<file path="src/sv/fastcgi_response_deframer_macros.svh">
// Assertion macros for the FastCGI response deframer.
`ifndef FASTCGI_RESPONSE_DEFRAMER_MACROS_SVH
`define FASTCGI_RESPONSE_DEFRAMER_MACROS_SVH

`ifndef SYNTHESIS

`define FRD_ASSERT_IMP(label, clk, rst_n, a, b) \
    label: assert property (@(posedge clk) disable iff (!rst_n) (a) |-> (b)) \
        else $error("deframer check failed");

`define FRD_ASSERT_NEXT(label, clk, rst_n, a, b) \
    label: assert property (@(posedge clk) disable iff (!rst_n) (a) |=> (b)) \
        else $error("deframer check failed");

`else

`define FRD_ASSERT_IMP(label, clk, rst_n, a, b)

`define FRD_ASSERT_NEXT(label, clk, rst_n, a, b)

`endif

`endif

</file>
<file path="src/sv/fcgi_rd_pkg.sv">
package fcgi_rd_pkg;

    localparam logic [2:0] HDR_LAST_INDEX   = 3'd7;
    localparam logic [2:0] HDR_TYPE_INDEX   = 3'd1;
    localparam logic [2:0] HDR_LEN_HI_INDEX = 3'd4;
    localparam logic [2:0] HDR_LEN_LO_INDEX = 3'd5;
    localparam logic [2:0] HDR_PAD_INDEX    = 3'd6;
    localparam logic [2:0] END_PSTAT_INDEX  = 3'd4;

    localparam logic [7:0] TYPE_END_REQUEST = 8'd3;
    localparam logic [7:0] TYPE_STDOUT      = 8'd6;

    localparam logic [1:0] KIND_CONTENT = 2'd0;
    localparam logic [1:0] KIND_END     = 2'd1;
    localparam logic [1:0] KIND_ERROR   = 2'd2;

    typedef enum logic [2:0] {
        PH_HEADER  = 3'd0,
        PH_CONTENT = 3'd1,
        PH_PADDING = 3'd2,
        PH_ENDBODY = 3'd3,
        PH_DONE    = 3'd4,
        PH_ERROR   = 3'd5
    } phase_t;

    typedef struct packed {
        logic [7:0] in_byte;
        logic       new_response;
    } in_word_t;

    typedef struct packed {
        logic [1:0]  out_kind;
        logic [7:0]  content_byte;
        logic        record_last;
        logic [31:0] app_code;
        logic [7:0]  proto_code;
    } out_word_t;

endpackage

</file>
<file path="src/sv/fastcgi_response_deframer.sv">
// FastCGI response deframer.
// Byte channel: byte_valid / byte_stall / byte_word carry one stream byte per
// word, with new_response set on the first byte of a new response to clear
// the parser. Result channel: result_valid / result_stall / result_word carry
// one result word: a STDOUT content byte (record_last on the final byte of a
// record), the END_REQUEST app and protocol status, or a protocol error.
// Padding bytes and most header and end-body bytes produce no result.
// An accepted byte is held in the input register and its result, if any, in
// the result register.
// Throughput: one byte per cycle unless the receiver stalls; the parser state
// update is a single pass of short logic between input and result registers.
// Reset clears the input and result valids and puts the parser in header
// phase with all counters zero. While the receiver stalls, the result word
// holds; one more byte is taken into the input register, after which
// byte_stall rises until the result is taken. After an error the parser
// stays silent until a byte with new_response set.
`include "fastcgi_response_deframer_macros.svh"

module fastcgi_response_deframer
    import fcgi_rd_pkg::*;
(
    input  logic      clk,
    input  logic      rst_n,
    input  logic      byte_valid,
    output logic      byte_stall,
    input  in_word_t  byte_word,
    output logic      result_valid,
    input  logic      result_stall,
    output out_word_t result_word
);

    logic      s1_valid_reg, s1_valid_next;
    in_word_t  s1_word_reg;
    logic      out_valid_reg;
    out_word_t out_word_reg;

    phase_t      phase_reg, phase_next;
    logic [2:0]  byte_index_reg, byte_index_next;
    logic [7:0]  record_type_reg, record_type_next;
    logic [15:0] content_left_reg, content_left_next;
    logic [7:0]  padding_left_reg, padding_left_next;
    logic [31:0] status_shift_reg, status_shift_next;

    logic      out_free;
    logic      fire;
    logic      accept;
    logic      res_valid;
    out_word_t res_word;

    phase_t      ph;
    logic [2:0]  bi;
    logic [7:0]  rt;
    logic [15:0] cl;
    logic [7:0]  pl;
    logic [31:0] ss;
    logic [7:0]  b;

    assign out_free   = !out_valid_reg || !result_stall;
    assign fire       = s1_valid_reg && out_free;
    assign byte_stall = s1_valid_reg && !out_free;
    assign accept     = byte_valid && !byte_stall;

    assign result_valid = out_valid_reg;
    assign result_word  = out_word_reg;

    always_comb
    begin
        b = s1_word_reg.in_byte;
        if (s1_word_reg.new_response)
        begin
            ph = PH_HEADER;
            bi = '0;
            rt = '0;
            cl = '0;
            pl = '0;
            ss = '0;
        end
        else
        begin
            ph = phase_reg;
            bi = byte_index_reg;
            rt = record_type_reg;
            cl = content_left_reg;
            pl = padding_left_reg;
            ss = status_shift_reg;
        end

        res_valid = 1'b0;
        res_word  = '0;

        unique case (ph)
            PH_HEADER:
            begin
                if (bi == HDR_TYPE_INDEX)   rt = b;
                if (bi == HDR_LEN_HI_INDEX) cl = {b, cl[7:0]};
                if (bi == HDR_LEN_LO_INDEX) cl = {cl[15:8], b};
                if (bi == HDR_PAD_INDEX)    pl = b;
                if (bi != HDR_LAST_INDEX)
                begin
                    bi = bi + 3'd1;
                end
                else
                begin
                    bi = '0;
                    priority if (rt == TYPE_STDOUT)
                    begin
                        if (cl != 16'd0)
                            ph = PH_CONTENT;
                        else if (pl != 8'd0)
                            ph = PH_PADDING;
                    end
                    else if (rt == TYPE_END_REQUEST)
                    begin
                        ss = '0;
                        rt = '0;
                        ph = PH_ENDBODY;
                    end
                    else
                    begin
                        ph                = PH_ERROR;
                        res_valid         = 1'b1;
                        res_word.out_kind = KIND_ERROR;
                    end
                end
            end
            PH_CONTENT:
            begin
                cl                    = cl - 16'd1;
                res_valid             = 1'b1;
                res_word.out_kind     = KIND_CONTENT;
                res_word.content_byte = b;
                if (cl == 16'd0)
                begin
                    res_word.record_last = 1'b1;
                    ph = (pl != 8'd0) ? PH_PADDING : PH_HEADER;
                end
            end
            PH_PADDING:
            begin
                pl = pl - 8'd1;
                if (pl == 8'd0)
                    ph = PH_HEADER;
            end
            PH_ENDBODY:
            begin
                if (bi < END_PSTAT_INDEX)
                    ss = {ss[23:0], b};
                else if (bi == END_PSTAT_INDEX)
                    rt = b;
                if (bi != HDR_LAST_INDEX)
                begin
                    bi = bi + 3'd1;
                end
                else
                begin
                    bi                  = '0;
                    ph                  = PH_DONE;
                    res_valid           = 1'b1;
                    res_word.out_kind   = KIND_END;
                    res_word.app_code   = ss;
                    res_word.proto_code = rt;
                end
            end
            PH_DONE:
            begin
                ph                = PH_ERROR;
                res_valid         = 1'b1;
                res_word.out_kind = KIND_ERROR;
            end
            default:
            begin
                ph = PH_ERROR;
            end
        endcase

        phase_next        = ph;
        byte_index_next   = bi;
        record_type_next  = rt;
        content_left_next = cl;
        padding_left_next = pl;
        status_shift_next = ss;

        if (accept)
            s1_valid_next = 1'b1;
        else if (fire)
            s1_valid_next = 1'b0;
        else
            s1_valid_next = s1_valid_reg;
    end

    always_ff @(posedge clk or negedge rst_n)
    begin
        if (!rst_n)
        begin
            s1_valid_reg     <= 1'b0;
            out_valid_reg    <= 1'b0;
            phase_reg        <= PH_HEADER;
            byte_index_reg   <= '0;
            record_type_reg  <= '0;
            content_left_reg <= '0;
            padding_left_reg <= '0;
            status_shift_reg <= '0;
        end
        else
        begin
            s1_valid_reg <= s1_valid_next;
            if (fire)
            begin
                phase_reg        <= phase_next;
                byte_index_reg   <= byte_index_next;
                record_type_reg  <= record_type_next;
                content_left_reg <= content_left_next;
                padding_left_reg <= padding_left_next;
                status_shift_reg <= status_shift_next;
            end
            if (fire && res_valid)
                out_valid_reg <= 1'b1;
            else if (!result_stall)
                out_valid_reg <= 1'b0;
        end
    end

    always_ff @(posedge clk)
    begin
        if (accept)
            s1_word_reg <= byte_word;
        if (fire && res_valid)
            out_word_reg <= res_word;
    end

    `FRD_ASSERT_NEXT(a_error_holds, clk, rst_n,
        fire && res_valid && (res_word.out_kind == KIND_ERROR), phase_reg == PH_ERROR)
    `FRD_ASSERT_IMP(a_last_is_content, clk, rst_n,
        out_valid_reg && out_word_reg.record_last, out_word_reg.out_kind == KIND_CONTENT)
    `FRD_ASSERT_IMP(a_content_nonzero, clk, rst_n,
        phase_reg == PH_CONTENT, content_left_reg != 16'd0)
    `FRD_ASSERT_IMP(a_stall_needs_pending, clk, rst_n,
        byte_stall, s1_valid_reg && out_valid_reg && result_stall)

endmodule
</file>
<file path="config.mk">
export PLATFORM = sky130hd
export DESIGN_NAME = fastcgi_response_deframer
export DESIGN_NICKNAME = d
export VERILOG_FILES = /design/src/sv/fcgi_rd_pkg.sv /design/src/sv/fastcgi_response_deframer.sv
export VERILOG_INCLUDE_DIRS = /design/src /design/src/sv
export SDC_FILE = /design/constraint.sdc
export NUM_CORES = 1
export LEC_CHECK = 0
export ABC_CLOCK_PERIOD_IN_PS = 4250
export BUFFER_PORTS_ARGS = -buffer_cell sky130_fd_sc_hd__buf_2
export CORE_ASPECT_RATIO = 0.7
export CORE_MARGIN = 2
export CORE_UTILIZATION = 54
export CTS_CLUSTER_DIAMETER = 200
export CTS_CLUSTER_SIZE = 12
export DETAILED_ROUTE_END_ITERATION = 16
export MAX_ROUTING_LAYER = met4
export PLACE_DENSITY = 0.88
export SYNTH_ARGS = -nofsm -noshare
export SYNTH_HDL_FRONTEND = slang
export SYNTH_SLANG_ARGS = --single-unit
</file>
<file path="constraint.sdc">
create_clock -name clk -period 4.25 [get_ports clk]
set_clock_uncertainty 0.2 [all_clocks]
set_input_delay 0.2125 -clock clk [delete_from_list [all_inputs] [get_ports clk]]
set_output_delay 0.2125 -clock clk [all_outputs]
set_load 0.01 [all_outputs]
</file>
==> impl_metrics.csv, run 1 <==
group,metric,value,unit
logic_synthesis,ys_ff_latch,132,
final_layout,nets,805,
logic_synthesis,synth_ff_type,"dfrtp_1",
final_layout,post-route-util,63.9,%
critical_path,startpoint,"s1_word_reg[0]",
critical_path,path_cells,"inv_1 > nand2_1 > ha_1 > buf_4 > and2b_1 > o32ai_1 > xor2_1 > o21ai_0 > o21ai_0 > o221a_2 > buf_4",
pwr,sw_frac_of_total,33.9,%
final_layout,fin_area,8310,um^2
critical_path,critPathTopFamily,"compound AO/OA/AOI/OAI gates",
critical_path,r2r_start,"s1_word_reg[0]",
logic_synthesis,synth-compound-area-share,20.2,%
logic_synthesis,synth_top_family_by_area,"compound AO/OA/AOI/OAI gates",
clocking,cts_setup_buffers,0,
sta,timing.final.crit_share,91.2,%
route,viasPerCell,6.68,
floorplanning,initial_core_util,54.7,%
critical_path,path_max_fanout,20,
pwr,intPower,2.89,mW
floorplanning,die_h,100,um
logic_synthesis,synth_simple_gate_area_share,16.9,%
placement,portBuffers,65,
global_routing,grt_pass1_wl,32400,um
status,outcome,"complete, no violations",
critical_path,critPathKind,"flip-flop to flip-flop",
clocking,cts_htree_levels,4,
placement,dp_hpwl,13200,um
floorplanning,die_w,141,um
pwr,combPwrFrac,24.6,%
logic_synthesis,synth_adder_area_share,1.76,%
sta,rsz0062_at_grt,"no",
sta,hold_viol,0,
sta,fin_tns_setup,0,ns
logic_synthesis,ys_types,68,
route,avgRoutedWirePerCell,21.5,um
pwr,power.share.clock,36.9,%
logic_synthesis,synth_xor_area_share,1.11,%
flow_run,maxCapViolCount,0,
global_routing,grt_antenna_before_repair,0,
critical_path,slowest_stage,"o221a_2",
logic_synthesis,syn-num-nets,747,
logic_synthesis,synth_cells,724,
logic_synthesis,synth.top_cell.area_share,25.3,%
route,drtIter0Drc,943,
route,dr.pass1.iters,6,
sta,slew_headroom,49.3,%
critical_path,worst_path_largest_cell_delay,0.54,ns
global_routing,grt_max_degree,49,
placement,placed_cells,916,
sta,final-max-slew-violation-count,0,
final_layout,layout_commonest_cell,"nand2_1",
logic_synthesis,yosys.area.top_type,"dfrtp_1",
final_layout,area_delta_synth_final,17.0,%
critical_path,endpoint_kind,"flip-flop",
placement,gp_congestion,1.04,
sta,worstMarginPinSlew,0.754,ns
route,final_antenna_net_count,0,
clocking,clk_path_buf_depth,2,
critical_path,cp.required,4.16,ns
floorplanning,core.rowCount,35,
pwr,power.leakage,3.43,nW
global_routing,overflow,0,
final_layout,largest_reg_flops,51,
floorplanning,dieArea,14100,um^2
clocking,cts_buffers,17,
pwr,ir_drop,0.355,mV
logic_synthesis,synth_area_leaders,"dfrtp_1 25%, edfxtp_1 25%, a22o_1 5.8%, nand2_1 4.8%, mux2i_1 4.2%",
clocking,root_buffer,"clkbuf_16",
pwr,power_density,525,nW/um^2
floorplanning,io_pins,66,
clocking,cts_tree,"yes",
sta,min_period,3.87,ns
sta,fmax,0.258,GHz
logic_synthesis,synth.area.mux_share,4.70,%
final_layout,fin_cells,961,
pwr,p_switching,1.48,mW
clocking,cts_sinks,132,
clocking,clkTransAtPathRegs,0.06,ns
critical_path,start_kind,"flip-flop",
critical_path,worst_ep_arrival_time,3.78,ns
floorplanning,coreArea,13000,um^2
global_routing,track_usage,30.9,%
logic_synthesis,async_flop_share,54.5,%
pwr,power.share.sequential,38.5,%
clocking,clock_latency,0.42,ns
final_layout,drive_gt1_share,16.7,%
logic_synthesis,avgSynthCellArea,9.82,um^2
logic_synthesis,netlist_area,7110,um^2
sta,finalSetupViolCount,0,
final_layout,antenna_cells,0,
route,vias,6415,
route,drc,0,
final_layout,final_cell_mix,"90 x nand2_1, 72 x dfrtp_1, 68 x nor2_1, 65 x buf_2, 60 x edfxtp_1",
critical_path,critPathBufInv,3,
logic_synthesis,yosysWarnings,0,
hold_path,hold_path_class,"input port to async pin",
route,wirelength,20700,um
logic_synthesis,synth_edf_count,60,
placement,place_area,7540,um^2
logic_synthesis,ys_seq_area_share,50.7,%
global_routing,first_global_vias,5929,
worst register-to-register path, stage by stage (launching register included):
cell	delay, ns
edfxtp_1	0.39
inv_1	0.24
nand2_1	0.16
ha_1	0.25
buf_4	0.19
and2b_1	0.22
o32ai_1	0.42
xor2_1	0.18
o21ai_0	0.12
o21ai_0	0.28
o221a_2	0.54
buf_4	0.36
stage by stage:
step	hold WS, ns	setup slack (ns)	power, mW
floorplan	-0.283	0.152	2.40
global placement	0.0606	0.672	2.68
detailed placement	0.0610	0.529	2.70
CTS	0.162	0.467	4.31
global route	0.215	0.151	4.52
finish	0.149	0.376	4.36
cell type report:
type | instances | area [um^2]
Fill cell | 964 | 4690
Tap cell | 166 | 208
Multi-Input combinational cell | 515 | 3180
Sequential cell | 132 | 3600
Timing Repair Buffer | 99 | 613
Inverter | 17 | 63.8
Clock inverter | 15 | 216
Clock buffer | 17 | 425
Yosys cell counts, drive strengths merged, types with 13 or more instances:
master,n
nand2,90
dfrtp,72
nor2,68
edfxtp,60
o21ai,51
a22o,47
clkbuf,39
a21oi,38
mux2i,30
nor3,22
buf,21
inv,17
nand3,13
worst paths after layout:
check,end,cells past startpoint,slack [ns]
worst max-delay path,result_word[44],11,0.38
worst min-delay path,padding_left_reg[2],2,0.15
min in group clk,b[4],2,0.30
worst max register to register,result_word[44],11,0.38
worst min register to register,status_shift_reg[30],1,0.31
max in group asynchronous,status_shift_reg[0],3,2.63
power by group through the flow:
stage	registers (mW)	logic [mW]	clock network (mW)
floorplan	1.59	0.816	0
global placement	1.69	0.995	0
detailed placement	1.69	1.01	0
CTS	1.67	1.04	1.61
global route	1.69	1.16	1.66
finish	1.68	1.07	1.61
per-layer routing:
layer | part of all wire [%] | GRT usage, % | routed length (um) | up-vias
li1 | - | - | - | 2793
met1 | 41 | 45.1 | 8560 | 3004
met2 | 41 | 41.1 | 8560 | 540
met3 | 14 | 8.44 | 2960 | 78
met4 | 2.9 | 11.3 | 597 | 0
met5 | 0 | - | 0 | -
repair_timing:
action / in CTS / in global routing
hold buffers: 13 / 0
gates resized for setup: 0 / 0
hold endpoints to repair: 35 / 0
kinds of logic (layout without fill, tap and decap cells):
group	after synthesis	after routing
compound gates	208	208
xor+xnor	9	9
fa+ha+maj	10	10
buf+inv	77	148
flops	132	132
mux	33	33
simple gates	255	255
Note: power is estimated with default switching activity, not from simulation.
==> run 2, diff against run 1 <==
--- a/config.mk
+++ b/config.mk
@@ -9,7 +9,6 @@
 export ABC_CLOCK_PERIOD_IN_PS = 4250
 export BUFFER_PORTS_ARGS = -buffer_cell sky130_fd_sc_hd__buf_2
 export CORE_ASPECT_RATIO = 0.7
-export CORE_MARGIN = 2
 export CORE_UTILIZATION = 54
 export CTS_CLUSTER_DIAMETER = 200
 export CTS_CLUSTER_SIZE = 12
==> run 2 against run 1 <==
  * The flow now finishes with violations (design-rule violations)
  * Register-to-register slack worse by 0.05 ns
  * Routed wire length shrank 0.24%
  * Combinational power is 5% higher
  * Fmax fell by 1.3%
  * Utilization grew 1.5 points
  * Flip-flop and latch count unchanged
  * Largest power group unchanged
==> impl_metrics.csv, run 2 (synthesized netlist as in run 1, its figures left out) <==
group,metric,value,unit
sta,finalSetupViolCount,0,
global_routing,overflow,0,
floorplanning,die_h,98.0,um
pwr,power.share.clock,33.4,%
clocking,cts_resized,0,
floorplanning,die_w,139,um
final_layout,nFillCells,918,
final_layout,nets,809,
final_layout,layout_commonest_cell,"nand2_1",
floorplanning,io_pins,66,
clocking,cts_tree,"yes",
critical_path,path_max_fanout,31,
sta,final-max-slew-violation-count,0,
flow_run,maxCapViolCount,0,
sta,rsz0062_at_grt,"no",
critical_path,reg2reg_depth,11,
final_layout,drive_gt1_share,17.3,%
route,final_antenna_net_count,0,
critical_path,cp.required,4.17,ns
clocking,cts_sinks,132,
pwr,intPower,2.67,mW
route,viasPerCell,6.68,
critical_path,critPathKind,"flip-flop to flip-flop",
status,violations,"design-rule violations",
pwr,power_density,505,nW/um^2
clocking,clk_path_buf_depth,2,
route,wirelength,20600,um
critical_path,r2r_start,"s1_word_reg[0]",
critical_path,endpoint_kind,"flip-flop",
sta,min_period,3.92,ns
pwr,p_switching,1.51,mW
route,drc,7,
pwr,sw_frac_of_total,36.1,%
sta,hold_viol,0,
sta,worstMarginPinSlew,0.873,ns
sta,timing.final.crit_share,92.3,%
placement,dp_hpwl,13100,um
global_routing,grt_max_degree,48,
sta,hold_ws,0.206,ns
clocking,root_buffer,"clkbuf_16",
route,drtIter0Drc,1181,
final_layout,antenna_cells,0,
critical_path,rrSetupSlack,0.33,ns
clocking,clkTransAtPathRegs,0.06,ns
clocking,cts_buffers,17,
pwr,combPwrFrac,26.9,%
final_layout,post-route-util,65.4,%
global_routing,grt_pass1_wl,32700,um
critical_path,start_kind,"flip-flop",
floorplanning,coreArea,12600,um^2
global_routing,grt_antenna_before_repair,0,
final_layout,final_cell_mix,"90 x nand2_1, 71 x dfrtp_1, 68 x nor2_1, 65 x buf_2, 60 x edfxtp_1",
final_layout,largest_reg_flops,51,
pwr,power.share.sequential,39.8,%
sta,fin_tns_setup,0,ns
route,avgRoutedWirePerCell,21.5,um
clocking,clock_latency,0.42,ns
route,dr.pass1.iters,14,
global_routing,track_usage,32.3,%
status,outcome,"finished, violations left",
critical_path,worst_ep_arrival_time,3.84,ns
placement,gp_congestion,1.06,
sta,slew_headroom,41.8,%
floorplanning,core.rowCount,34,
pwr,ir_drop,0.328,mV
final_layout,area_delta_synth_final,16.3,%
clocking,cts_htree_levels,4,
hold_path,hold_path_class,"input port to async pin",
pwr,power.total,4.18,mW
critical_path,reg2reg_to,"result_word[33]",
sta,fmax,0.255,GHz
pwr,power.leakage,3.40,nW
placement,portBuffers,65,
route,vias,6421,
global_routing,first_global_vias,6062,
floorplanning,dieArea,13600,um^2
floorplanning,initial_core_util,56.3,%
run 2: per-stage QoR:
| stage | instance area [um^2] | worst slack (ns) | instances |
|---|---|---|---|
| final | 8270 | 0.326 | 961 |
| after global routing | 8270 | 0.0677 | 961 |
| after CTS | 8270 | 0.399 | 961 |
| after detailed placement | 7570 | 0.422 | 916 |
| after global placement | 7570 | 0.604 | 916 |
| after floorplan | 7110 | 0.152 | 724 |
run 2: layout make-up:
type                            instances  area, um^2  share of cell area (%)
Tap cell                              162         203                    2.45
Inverter                               17        63.8                   0.772
Timing Repair Buffer                  103         643                    7.78
Clock buffer                           17         425                    5.15
Multi-Input combinational cell        515        3180                    38.5
Clock inverter                         15         141                    1.71
Sequential cell                       132        3600                    43.6
run 2: how the worst max path moves through the flow:
stage | end | slack [ns] | cells past startpoint | start
2_1_floorplan | result_word[0] | 0.15 | 11 | s1_word_reg[0]
3_3_place_gp | result_word[31] | 0.60 | 11 | s1_word_reg[0]
3_5_place_dp | result_word[31] | 0.42 | 11 | s1_word_reg[0]
4_1_cts | result_word[31] | 0.40 | 11 | s1_word_reg[0]
5_1_grt | result_word[17] | 0.07 | 11 | s1_word_reg[0]
6_report | result_word[33] | 0.33 | 11 | s1_word_reg[0]
run 2: timing repair:
| item | in CTS | in global routing |
|---|---|---|
| endpoints found under the hold margin | 42 | 0 |
| hold buffers | 13 | 0 |
| setup buffers | 0 | 0 |
run 2: layer usage:
metal	vias to the layer above	share of wire, %	track usage [%]
met5	-	0	-
met4	0	3.3	12.0
met3	95	14	11.6
met2	519	42	44.7
met1	3016	41	43.2
li1	2791	-	-
run 2: power by group through the flow:
| stage | Combinational [mW] | Clock (mW) | Sequential (mW) |
|---|---|---|---|
| 2_1_floorplan | 0.816 | 0 | 1.59 |
| 4_1_cts | 1.07 | 1.40 | 1.64 |
| 3_5_place_dp | 1.05 | 0 | 1.67 |
| 3_3_place_gp | 1.02 | 0 | 1.67 |
| 6_report | 1.12 | 1.39 | 1.66 |
| 5_1_grt | 1.20 | 1.46 | 1.67 |
run 2: worst max-delay path, cell delays in order (launching register included):
cell and delay (ns):
edfxtp_1 0.41, inv_1 0.12, nand2_1 0.11, inv_1 0.11
ha_1 0.31, or2b_1 0.29, a32oi_1 0.31, xor2_1 0.18
o21ai_0 0.12, o21ai_0 0.28, o221a_2 0.83, buf_4 0.34
==> run 3, diff against run 2 <==
--- a/config.mk
+++ b/config.mk
@@ -15,6 +15,7 @@
 export DETAILED_ROUTE_END_ITERATION = 16
 export MAX_ROUTING_LAYER = met4
 export PLACE_DENSITY = 0.88
+export SETUP_SLACK_MARGIN = 0.4
 export SYNTH_ARGS = -nofsm -noshare
 export SYNTH_HDL_FRONTEND = slang
 export SYNTH_SLANG_ARGS = --single-unit
==> run 3 against run 2 <==
  * The flow still finishes with violations (design-rule violations)
  * Final cell count shrank 0.73%
  * Die area did not move
  * Register-to-register slack improved by 0.26 ns
  * Largest power group unchanged
==> impl_metrics.csv, run 3 (synthesized netlist as in run 1, its figures left out) <==
group,metric,value,unit
route,drtIter0Drc,951,
global_routing,track_usage,31.7,%
final_layout,largest_reg_flops,51,
floorplanning,dieArea,13600,um^2
final_layout,layout_commonest_cell,"nand2_1",
route,avgRoutedWirePerCell,21.1,um
route,drc,7,
flow_run,maxCapViolCount,0,
pwr,power.leakage,3.37,nW
final_layout,post-route-util,65.1,%
clocking,root_buffer,"clkbuf_16",
global_routing,first_global_vias,5899,
global_routing,overflow,0,
sta,min_period,3.66,ns
sta,slew_headroom,27.1,%
sta,fmax,0.273,GHz
sta,rsz0062_at_grt,"no",
clocking,cts_sinks,132,
sta,final-max-slew-violation-count,0,
critical_path,cp.required,4.36,ns
placement,portBuffers,65,
sta,setup_slack,0.591,ns
route,dr.pass1.iters,12,
clocking,cts_htree_levels,4,
final_layout,final_cell_mix,"90 x nand2_1, 72 x dfrtp_1, 68 x nor2_1, 65 x buf_2, 60 x edfxtp_1",
floorplanning,coreArea,12600,um^2
hold_path,hold_path_class,"input port to async pin",
pwr,power.total,4.16,mW
pwr,ir_drop,0.344,mV
sta,finalSetupViolCount,0,
final_layout,fin_cells,954,
placement,placed_cells,909,
final_layout,antenna_cells,0,
final_layout,nFillCells,945,
sta,timing.final.crit_share,86.1,%
global_routing,grt_max_degree,53,
final_layout,seq_area,3600,um^2
global_routing,grt_pass1_wl,32000,um
floorplanning,core.rowCount,34,
placement,gp_congestion,0.951,
route,wirelength,20100,um
sta,fin_tns_setup,0,ns
critical_path,worst_ep_arrival_time,3.76,ns
floorplanning,die_w,139,um
route,vias,6410,
critical_path,start_kind,"flip-flop",
placement,pre_cts_ws,0.580,ns
final_layout,area_delta_synth_final,15.7,%
critical_path,path_max_fanout,32,
critical_path,endpoint_kind,"flip-flop",
route,viasPerCell,6.72,
final_layout,multi_input_area,3200,um^2
final_layout,drive_gt1_share,16.7,%
critical_path,critPathKind,"flip-flop to flip-flop",
sta,hold_viol,0,
final_layout,nets,802,
status,violations,"design-rule violations",
pwr,power_density,506,nW/um^2
floorplanning,die_h,98.0,um
global_routing,grt_antenna_before_repair,0,
sta,worstMarginPinSlew,1.09,ns
placement,dp_hpwl,12600,um
clocking,cts_buffers,17,
clocking,cts_tree,"yes",
clocking,clkTransAtPathRegs,0.06,ns
clocking,clock_latency,0.42,ns
status,outcome,"finished, violations left",
floorplanning,initial_core_util,56.3,%
clocking,clk_path_buf_depth,2,
route,final_antenna_net_count,0,
floorplanning,io_pins,66,
run 3: changes by cell type in the layout (fill, tap and decap cells not counted), sizes merged:
cell      previous run  this run
clkinvlp             4         3
buf                 90        83
inv                 25        27
clkinv               3         2
run 3: where the power goes:
group,internal (mW),switching (mW)
sequential,1.47,0.199
combinational,0.418,0.671
clock,0.770,0.628
run 3: metal layers:
layer,wire length (um),GRT usage (%)
met1,8530,44.9
met2,8320,42.1
met3,2760,11.1
met4,518,10.5
met5,0,-
run 3: cell type report:
type	instances	share of cell area, %
Clock inverter	15	1.61
Timing Repair Buffer	96	7.18
Clock buffer	17	5.17
Inverter	17	0.776
Tap cell	162	2.47
Sequential cell	132	43.8
Multi-Input combinational cell	515	39.0
run 3: final timing paths:
path | start | end | slack, ns | cells past startpoint
max in group asynchronous | rst_n | record_type_reg[7] | 2.57 | 3
worst max register to register | byte_index_reg[2] | status_shift_reg[28] | 0.59 | 8
worst min-delay path | rst_n | padding_left_reg[3] | 0.18 | 2
worst min register to register | status_shift_reg[29] | status_shift_reg[29] | 0.31 | 1
worst max-delay path | byte_index_reg[2] | status_shift_reg[28] | 0.59 | 8
min in group clk | byte_word[8] | b[7] | 0.31 | 2
run 3: per-stage QoR:
step	hold slack [ns]	area, um^2
global route	0.221	8220
global placement	0.0823	7530
finish	0.182	8220
floorplan	-0.283	7120
CTS	0.192	8220
detailed placement	0.0865	7530
run 3: timing repair:
| action | CTS | global route |
|---|---|---|
| hold endpoints to repair | 36 | 0 |
| gates resized for setup | 0 | 1 |
| setup endpoints to repair | 0 | 84 |
| hold buffers | 13 | 0 |
| setup buffers | 0 | 0 |
run 3: worst max-delay path, cell delays in order, from the launching register on:
cell	delay, ns
dfrtp_1	0.67
nand2b_2	0.30
inv_2	0.34
o32ai_1	0.16
or4_4	0.57
o41ai_2	0.51
a21oi_2	0.10
a211o_4	0.44
a22o_1	0.24
